[src/sv/ssm_pkg.sv]
`timescale 1ns / 1ps
// Shared types, widths and codes for the subkey score merge block.
package ssm_pkg;

  localparam int unsigned NUM_SUBKEYS_DEF       = 16;
  localparam int unsigned VALUES_PER_SUBKEY_DEF = 256;

  localparam int unsigned ACT_W    = 2;
  localparam int unsigned SUBKEY_W = 4;
  localparam int unsigned VALUE_W  = 8;
  localparam int unsigned SCORE_W  = 32;
  localparam int unsigned GROUP_W  = 4;
  localparam int unsigned INDEX_W  = 24;
  localparam int unsigned SUM_W    = 34;
  localparam int unsigned KEY_W    = 24;
  localparam int unsigned MF_W     = 2;
  localparam int unsigned FIRST_W  = 7;
  localparam int unsigned MEMBERS  = 3;

  typedef enum logic [ACT_W-1:0] {
    ACT_LOAD_SCORE  = 2'd0,
    ACT_LOAD_KEY    = 2'd1,
    ACT_QUERY_SCORE = 2'd2,
    ACT_QUERY_KEY   = 2'd3
  } action_e;

  typedef struct packed {
    action_e                    action;
    logic [SUBKEY_W-1:0]        subkey;
    logic [VALUE_W-1:0]         value_index;
    logic signed [SCORE_W-1:0]  score;
    logic [GROUP_W-1:0]         group;
    logic [INDEX_W-1:0]         merged_index;
  } in_req_t;

  typedef struct packed {
    logic signed [SUM_W-1:0] merged_score;
    logic [KEY_W-1:0]        merged_key;
    logic                    out_of_range;
  } out_req_t;

  typedef struct packed {
    logic               is_query;
    logic               load_ok;
    logic               oor;
    logic [FIRST_W-1:0] first;
    logic [1:0]         size;
  } dec_t;

endpackage

[src/sv/ssm_decode.sv]
`timescale 1ns / 1ps
// Request decode: group bounds, member range, list length and load checks.
module ssm_decode #(
  parameter int unsigned NUM_SUBKEYS       = ssm_pkg::NUM_SUBKEYS_DEF,
  parameter int unsigned VALUES_PER_SUBKEY = ssm_pkg::VALUES_PER_SUBKEY_DEF
) (
  input  ssm_pkg::in_req_t          req_i,
  input  logic [ssm_pkg::MF_W-1:0]  mf_i,
  output ssm_pkg::dec_t             dec_o
);
  import ssm_pkg::*;

  localparam int unsigned GROUPS1 = NUM_SUBKEYS;
  localparam int unsigned GROUPS2 = (NUM_SUBKEYS + 1) / 2;
  localparam int unsigned GROUPS3 = (NUM_SUBKEYS + 2) / 3;
  localparam logic [INDEX_W:0] LEN1 = (INDEX_W+1)'(VALUES_PER_SUBKEY);
  localparam logic [INDEX_W:0] LEN2 = (INDEX_W+1)'(VALUES_PER_SUBKEY * VALUES_PER_SUBKEY);
  localparam logic [INDEX_W:0] LEN3 =
    (INDEX_W+1)'(VALUES_PER_SUBKEY * VALUES_PER_SUBKEY * VALUES_PER_SUBKEY);

  logic [FIRST_W-1:0] first;
  logic [FIRST_W-1:0] groups;
  logic [FIRST_W-1:0] remaining;
  logic [1:0]         size;
  logic [INDEX_W:0]   len;
  logic               grp_bad;
  logic               idx_bad;

  always_comb begin
    first  = '0;
    groups = '0;
    unique case (mf_i)
      2'd1: begin
        first  = FIRST_W'(req_i.group);
        groups = FIRST_W'(GROUPS1);
      end
      2'd2: begin
        first  = FIRST_W'({req_i.group, 1'b0});
        groups = FIRST_W'(GROUPS2);
      end
      2'd3: begin
        first  = FIRST_W'(req_i.group) + FIRST_W'({req_i.group, 1'b0});
        groups = FIRST_W'(GROUPS3);
      end
      default: begin
        first  = '0;
        groups = '0;
      end
    endcase

    grp_bad   = FIRST_W'(req_i.group) >= groups;
    remaining = FIRST_W'(NUM_SUBKEYS) - first;
    size      = (remaining < FIRST_W'(mf_i)) ? remaining[1:0] : mf_i;

    case (size)
      2'd1:    len = LEN1;
      2'd2:    len = LEN2;
      default: len = LEN3;
    endcase
    idx_bad = {1'b0, req_i.merged_index} >= len;

    dec_o.is_query = (req_i.action == ACT_QUERY_SCORE) || (req_i.action == ACT_QUERY_KEY);
    dec_o.load_ok  = (FIRST_W'(req_i.subkey) < FIRST_W'(NUM_SUBKEYS))
                  && ((VALUE_W+1)'(req_i.value_index) < (VALUE_W+1)'(VALUES_PER_SUBKEY));
    dec_o.oor      = grp_bad || ((req_i.action == ACT_QUERY_SCORE) && idx_bad);
    dec_o.first    = first;
    dec_o.size     = size;
  end

endmodule

[config.mk]
export PLATFORM = sky130hd
export DESIGN_NAME = ssm_decode
export DESIGN_NICKNAME = d
export VERILOG_FILES = /design/src/sv/ssm_pkg.sv /design/src/sv/ssm_decode.sv
export SDC_FILE = /design/constraint.sdc
export NUM_CORES = 1
export LEC_CHECK = 0
export BUFFER_PORTS_ARGS = -buffer_cell sky130_fd_sc_hd__buf_4
export CAP_MARGIN = 40
export CORE_MARGIN = 1.5
export CORE_UTILIZATION = 34
export DETAILED_ROUTE_END_ITERATION = 16
export PLACE_DENSITY_LB_ADDON = 0.1
export SLEW_MARGIN = 20
export SYNTH_ARGS = -nofsm -noshare
export SYNTH_HDL_FRONTEND = slang
export SYNTH_SLANG_ARGS = --single-unit
[constraint.sdc]
create_clock -name vclk -period 3.89
set_input_delay 0.1945 -clock vclk [all_inputs]
set_output_delay 0.1945 -clock vclk [all_outputs]
set_load 0.01 [all_outputs]
==> results of run 1 <==
-- routing by layer --
metal	part of all wire	routed length, µm	track usage
met1	0.46	859	0.253
met2	0.50	944	0.293
met3	0.040	75	0
met4	0	0	0
met5	0	0	0
-- final timing paths --
| path | startpoint | endpoint | slack, ns | cells after the start |
|---|---|---|---|---|
| worst max-delay path | req_i[26] | dec_o[9] | 0.21 | 17 |
| worst min-delay path | req_i[73] | dec_o[11] | 0.58 | 2 |
-- synth_stat cells (2+ instances only) --
library cell	instances
ha_1	13
inv_1	12
a21oi_1	6
nand2_1	4
nor2_1	4
nor4_1	4
o21ai_1	4
o21a_1	3
o22ai_1	3
buf_4	2
buf_6	2
conb_1	2
mux2i_1	2
nand2b_1	2
nand3_1	2
nor4b_1	2
xnor2_1	2
-- worst max-delay path, delay by kind of cell --
kind | cells | cell delay [ns]
and+or+nand+nor | 6 | 1.30
AOI/OAI and AO/OA | 5 | 0.88
adders and majority gates | 3 | 0.68
buffers and inverters | 3 | 0.39
-- layout by cell type (no fill, tap or decap), drive strengths merged, types with 3 or more instances in the layout --
cell and count:
o21ai 5, buf 48, nor2 4, a21oi 6, o22ai 3, nand2 5
inv 13, ha 13, o21a 3, nor4 4
-- power by group through the flow --
stage          clock (µW)  combinational [µW]  sequential [µW]
2_1_floorplan           0                73.2                0
3_3_place_gp            0                 129                0
3_5_place_dp            0                 132                0
4_1_cts                 0                 132                0
5_1_grt                 0                 157                0
6_report                0                 142                0
-- cell families (layout without fill, tap and decap cells) --
| group | after synthesis | count (layout) | share of synthesized area |
|---|---|---|---|
| AOI/OAI and AO/OA | 27 | 27 | 0.298 |
| adders and majority gates | 14 | 14 | 0.265 |
| muxes | 2 | 2 | 0.0291 |
| buffers and inverters | 18 | 61 | 0.135 |
| other | 2 | 2 | 0.0109 |
| and+or+nand+nor | 26 | 26 | 0.236 |
| xor gates and xnor gates | 2 | 2 | 0.0255 |
-- stage by stage --
step	cells	total power [µW]	instance area, µm²
3_5_place_dp	161	132	1040
2_1_floorplan	91	73.2	688
3_3_place_gp	161	129	1040
5_1_grt	161	157	1090
6_report	161	142	1090
4_1_cts	161	132	1040
-- timing repair --
item,in CTS,in global routing
buffers inserted,0,0
resized for setup,0,7
endpoints found under the setup margin,0,1
-- final cells by class --
type	instances	area, µm²	share of cell area
Tap cell	27	33.8	0.0309
Inverter	13	51.3	0.0469
Multi-Input combinational cell	73	648	0.593
Timing Repair Buffer	48	360	0.330
==> metrics.md, run 1 <==
| Metric | Value |
|---|---|
| Sequential power share | 0 |
| Gr usage total | 0.170 |
| # setup viols final | 0 |
| Sum Neg Setup Slack | 0 ns |
| Worst slack at placement | around 0.032 ns |
| DR vias/cell | 4.91 |
| Post-Syn Area | approximately 700 µm² |
| Comb power frac | 1.000 |
| Antenna-violating nets left | 0 |
| Peak VDD IR | 59.0 µV |
| Largest stage delay, worst path | 0.50 ns |
| Die area | 2300 µm² |
| Synth Instances | roughly 90 |
| Area leader, netlist | ha_1 |
| Seq_cells | 0 |
| Via Count | about 790 |
| Routed len/inst | 11.7 µm |
| Initial Util | 0.354 |
| Largest net degree at the start of global routing | 14 |
| Final WL | 1880 µm |
| Layout fillers | 199 |
| Setup CP Type | input pin to output port |
| PortBufs | 42 |
| Cell chain of the critical path | buf_4 -> inv_1 -> ha_4 -> nor2b_2 -> or4_4 -> a2111oi_4 -> a41oi_2 -> or2_4 -> o21a_1 -> ha_1 -> ha_1 -> nor4b_4 -> nand3_1 -> nand3_1 -> a21oi_1 -> o22ai_1 -> buf_4 |
| Vias in the first global route | between 700 and 800 |
| Worst Setup Slack, final | roughly 0.21 ns |
| Slowest CP cell | or4_4 |
| Share of cells above drive strength 1 | 0.478 |
| Fin. max-slew vios | 0 |
| Critical path fanouts, max | 7 |
| Req. time, crit path | between 3 and 4 ns |
| Finished Core Util | 0.563 |
| Int Pwr | around 76 µW |
| DRT Pass-1 Iters | 4 |
| # clk buffers | 0 |
| Max Clk Rate | 272 MHz |
| Rows | 16 |
| Synth unique cells | 39 |
| Core Footprint | 1940 µm² |
| Synth Net Count | 181 |
| WHS | about 0.58 ns |
| Min-Delay Path Class | input pin to output port |
| Gp weighted congestion | 0.787 |
| RSZ-0062 raised after global routing | false |
| Tmin final | 3.68 ns |
| Hold Vio Cnt, Final | 0 |
| Avg Cell Area, Syn | between 7 and 8 µm² |
| Io pins | slightly below 90 |
| Fin crit share | 0.945 |
| Post-CTS Hold Buffers | 0 |
| Largest cells by area after synthesis | ha_1 24%, inv_1 6.5%, a21oi_1 4.4% |
| Switching power total | 66.0 µW |
| # DRC | 0 |
| Static Leak | 0.000535 µW |
| Ys Warns | 0 |
| Outcome | complete, no violations |
| Sw Share | 0.464 |
| Layout net count | 226 |
| 1st-iter DRT viols | 10 |
| DPL Wire Length | 1640 µm |
| Initial antenna violation count | 0 |
| Top-area cell type share of the netlist area | 0.236 |
| Worst setup EP type | output port |
| FF/Latch Area | 0 µm² |
| Die H | 48.0 µm |
| Total gr overflow | 0 |
| Register area share after synthesis | 0 |
| Synthesis-to-finish area growth | 58.9% |
| Cell Pwr Density | 130 nW/µm² |
| Max_cap viols | 0 |
| Number of antenna diodes | 0 |
| Clock power frac | 0 |
| Die Wd | around 48 µm |
| First-pass GRT wire length | 2950 µm |
| Worst EP arrival | between 3 and 4 ns |
| CP Launch Type | input pin |
Note: power is estimated with default switching activity, not from simulation.
==> run 2, diff against run 1 <==
CELL_PAD_IN_SITES_DETAIL_PLACEMENT = 1   (was default)
CELL_PAD_IN_SITES_GLOBAL_PLACEMENT = 2   (was default)
CORE_UTILIZATION = 14   (was 34)
==> metrics.md, run 2 (synthesis gave the netlist of run 1 again) <==
| Metric | Value |
|---|---|
| Outcome | complete, no violations |
| Routed len/inst | 12.2 µm |
| Hold Vio Cnt, Final | 0 |
| GR peak layer | met2 |
| Share of cells above drive strength 1 | 0.560 |
| First-pass GRT wire length | 4080 µm |
| Req. time, crit path | approximately 3.7 ns |
| Synthesis-to-finish area growth | 79.6% |
| Commonest non-fill, non-tap cells in the layout | 55 x buf_4, 11 x inv_1, 9 x ha_1 |
| Slew @ Worst Pin | between 0.4 and 0.5 ns |
| RSZ-0062 raised after global routing | false |
| Placed insts | 208 |
| Rows | 25 |
| Peak VDD IR | around 26 µV |
| Post-CTS Hold Buffers | 0 |
| Seq_cells | 0 |
| Total gr overflow | 0 |
| DR vias/cell | 4.07 |
| Io pins | 88 |
| Sequential power share | 0 |
| DPL Wire Length | 2320 µm |
| 1st-iter DRT viols | 14 |
| Core Footprint | approximately 4700 µm² |
| Cell chain of the critical path | buf_4 -> inv_2 -> ha_4 -> nor2b_2 -> or4_4 -> a2111oi_4 -> a41oi_2 -> or2_4 -> o21a_1 -> ha_2 -> ha_1 -> nor4b_4 -> nand3_1 -> nand3_1 -> a21oi_1 -> o22ai_1 -> buf_4 |
| # setup viols final | 0 |
| Int Pwr | around 87 µW |
| Fin. max-slew vios | 0 |
| Vias in the first global route | 907 |
| Post-CTS setup buffer count | 0 |
| Cell Pwr Density | 129 nW/µm² |
| Setup CP Type | input pin to output port |
| Slew Limit Headroom | 0.674 |
| Global Route met3 Usage | 0.00552 |
| Largest net degree at the start of global routing | 14 |
| Slowest CP cell | or4_4 |
| Comb power frac | 1.000 |
| Met1 track demand over resource | 0.115 |
| PortBufs | 42 |
| Gr usage total | 0.0945 |
| Initial Util | 0.146 |
| Die Wd | 73.1 µm |
| Final WL | roughly 2500 µm |
| Gp weighted congestion | 0.696 |
| Max Clk Rate | ~270 MHz |
| Worst EP arrival | ~3.5 ns |
| DRT Pass-1 Iters | 2 |
| Critical path fanouts, max | 5 |
| Layout net count | 233 |
| # clk buffers | 0 |
| Worst setup EP type | output port |
| Commonest non-fill, non-tap cell in the layout | buf_4 |
| Largest stage delay, worst path | roughly 0.51 ns |
| Worst Setup Slack, final | approximately 0.23 ns |
| Min-Delay Path Class | input pin to output port |
| Sw Share | 0.457 |
| Sum Neg Setup Slack | 0 ns |
| Die H | 73.1 µm |
| Switching power total | 73.1 µW |
| Clock power frac | 0 |
| Via Count | 846 |
| Antenna-violating nets left | 0 |
| Fin crit share | 0.941 |
| Top delay family on crit path | simple AND/OR/NAND/NOR gates |
| Max_cap viols | 0 |
| Worst slack at placement | -0.0860 ns |
| FF/Latch Area | 0 µm² |
| Worst Path Buf+Inv | 3 |
| GR Util met2 | 0.190 |
| Non-Filler Instances | 208 |
| Die area | between 5000 and 6000 µm² |
| # DRC | 0 |
| Number of antenna diodes | 0 |
| Total power | 160 µW |
| Initial antenna violation count | 0 |
| Tmin final | 3.66 ns |
| Static Leak | 0.000570 µW |
| CP Launch Type | input pin |
run 2: changes by cell type in the layout (fill, tap and decap cells not counted), sizes merged:
| cell | delta |
|---|---|
| buf | +7 |
run 2: area by class of cell:
| type | count | area [µm²] |
|---|---|---|
| Fill cell | 581 | 3490 |
| Inverter | 13 | 51.3 |
| Multi-Input combinational cell | 73 | 688 |
| Timing Repair Buffer | 55 | 413 |
| Tap cell | 67 | 83.8 |
run 2: final timing paths:
path	startpoint	end	slack, ns	cells after the start
worst max-delay path	req_i[26]	dec_o[9]	0.23	17
worst min-delay path	req_i[73]	dec_o[11]	0.58	2
run 2: power by group through the flow:
stage / Combinational, µW / Sequential, µW / Clock, µW
floorplan: 73.2 / 0 / 0
global placement: 142 / 0 / 0
detailed placement: 144 / 0 / 0
CTS: 146 / 0 / 0
global route: 177 / 0 / 0
finish: 160 / 0 / 0
run 2: metal layers:
layer  vias up  share of wire
met3         0          0.028
met5         -              0
li1        430              -
met2        17           0.55
met1       399           0.43
met4         0              0
run 2: what timing repair did:
item / 4_1_cts / 5_1_grt
gates resized for setup: 2 / 13
endpoints found under the setup margin: 1 / 1
pin swaps: 0 / 4
run 2: per-stage QoR:
stage | hold slack [ns] | util | area, µm²
3_5_place_dp | 0.587 | 0.242 | 1140
4_1_cts | 0.588 | 0.244 | 1150
5_1_grt | 0.590 | 0.262 | 1240
2_1_floorplan | 0.491 | - | 688
6_report | 0.582 | 0.262 | 1240
3_3_place_gp | 0.588 | 0.242 | 1140
==> run 3, diff against run 2 <==
--- a/config.mk
+++ b/config.mk
@@ -8,3 +8,3 @@
 export BUFFER_PORTS_ARGS = -buffer_cell sky130_fd_sc_hd__buf_4
-export CAP_MARGIN = 40
+export CAP_MARGIN = 20
 export CELL_PAD_IN_SITES_DETAIL_PLACEMENT = 1
@@ -15,3 +15,3 @@
 export PLACE_DENSITY_LB_ADDON = 0.1
-export SLEW_MARGIN = 20
+export SLEW_MARGIN = 25
 export SYNTH_ARGS = -nofsm -noshare
==> constraint.sdc (replaced) <==
create_clock -name vclk -period 3.89
set_input_delay 0.389 -clock vclk [all_inputs]
set_output_delay 0.389 -clock vclk [all_outputs]
set_load 0.01 [all_outputs]
==> metrics.md, run 3 (synthesis gave the netlist of run 1 again) <==
| Metric | Value |
|---|---|
| DRT Pass-1 Iters | 2 |
| Share of cells above drive strength 1 | 0.627 |
| Fin crit share | 1.01 |
| Gp weighted congestion | 0.727 |
| DPL Wire Length | 2320 µm |
| Commonest non-fill, non-tap cell in the layout | buf_4 |
| Worst EP arrival | ~3.5 ns |
| Synthesis-to-finish area growth | 99.3% |
| CP Launch Type | input pin |
| Worst Min Path Start | req_i[73] |
| Failing checks | setup timing |
| 1st-iter DRT viols | 11 |
| Antenna-violating nets left | 0 |
| Cell Pwr Density | 129 nW/µm² |
| Max Clk Rate | 255 MHz |
| Setup CP Type | input pin to output port |
| Layout net count | 245 |
| Routed len/inst | 11.6 µm |
| Static Leak | 0.000633 µW |
| Sequential power share | 0 |
| Max_cap viols | 0 |
| Int Pwr | 99.0 µW |
| DR vias/cell | 4.00 |
| Vias in the first global route | 951 |
| Initial antenna violation count | 0 |
| Via Count | 881 |
| Hold Vio Cnt, Final | 0 |
| # clk buffers | 0 |
| RSZ-0062 raised after global routing | true |
| Die H | 73.1 µm |
| Min-Delay Path Class | input pin to output port |
| Outcome | finished with violations |
| Die area | 5350 µm² |
| # DRC | 0 |
| Finished Core Util | 0.290 |
| Comb power frac | 1.000 |
| First-pass GRT wire length | 4300 µm |
| Gr usage total | 0.100 |
| FF/Latch Area | 0 µm² |
| Commonest non-fill, non-tap cells in the layout | 65 x buf_4, 11 x inv_1, 8 x ha_1 |
| Io pins | 88 |
| Total power | 177 µW |
| PortBufs | 42 |
| Core Footprint | around 4700 µm² |
| Worst Setup Slack, final | -0.0242 ns |
| Peak VDD IR | 25.0 µV |
| # setup viols final | 1 |
| Rows | 25 |
| Fin. max-slew vios | 0 |
| Total gr overflow | 0 |
| Number of antenna diodes | 0 |
| Final WL | 2550 µm |
| Worst setup EP type | output port |
| Sw Share | 0.442 |
| Switching power total | 78.4 µW |
| Critical path fanouts, max | 4 |
| Largest net degree at the start of global routing | 10 |
| Req. time, crit path | 3.50 ns |
| Crit path from | req_i[25] |
| Die Wd | 73.1 µm |
| Clock power frac | 0 |
| Initial Util | 0.146 |
| Seq_cells | 0 |
| Tmin final | between 3 and 4 ns |
==> run 3: layout make-up <==
type                            instances  area, µm²
Fill cell                             574       3350
Multi-Input combinational cell         73        726
Timing Repair Buffer                   67        510
Tap cell                               67       83.8
Inverter                               13       51.3
==> run 3: through the flow <==
step	instances	worst slack, ns	TNS (ns)	instance area, µm²	hold WS [ns]
after floorplan	91	0.0377	0	707	0.880
after CTS	220	-0.0776	-0.0776	1340	0.978
after detailed placement	219	-0.380	-0.380	1240	0.976
final	220	-0.0242	-0.0242	1370	0.972
after global placement	219	-0.397	-0.397	1240	0.976
after global routing	220	-0.197	-0.197	1370	0.982
==> run 3: timing repair <==
action / 4_1_cts / 5_1_grt
pin swaps: 10 / 1
resized for setup: 15 / 6
hold buffers: 0 / 0
setup endpoints to repair: 1 / 1
setup buffers: 1 / 0
==> run 3: power groups by stage <==
stage | Combinational, µW | Sequential [µW] | Clock, µW
floorplan | 75.5 | 0 | 0
global placement | 153 | 0 | 0
detailed placement | 156 | 0 | 0
CTS | 173 | 0 | 0
global route | 197 | 0 | 0
finish | 177 | 0 | 0
==> run 3: path summary, 6_finish.rpt <==
| kind | to | slack [ns] | cells past startpoint |
|---|---|---|---|
| worst max-delay path | dec_o[9] | -0.02 | 17 |
| worst min-delay path | dec_o[11] | 0.97 | 2 |
==> run 3: worst max-delay path: stages <==
cell and delay, ns:
buf_4 0.13, ha_4 0.16, fa_2 0.39, xnor2_1 0.14, a221o_2 0.40, a2111oi_4 0.21, a41oi_2 0.08, or2_4 0.28
o21a_1 0.18, ha_2 0.18, ha_1 0.27, nor4b_4 0.17, nand3_1 0.10, nand3_1 0.11, a21oi_2 0.06, o22ai_2 0.13
buf_4 0.14
==> run 3: metal layers <==
metal  up-vias  GRT usage  share of wire
li1        452          -              -
met1       410      0.125           0.44
met2        19      0.196           0.52
met3         0    0.00691          0.037
met4         0          0              0
met5         -          0              0
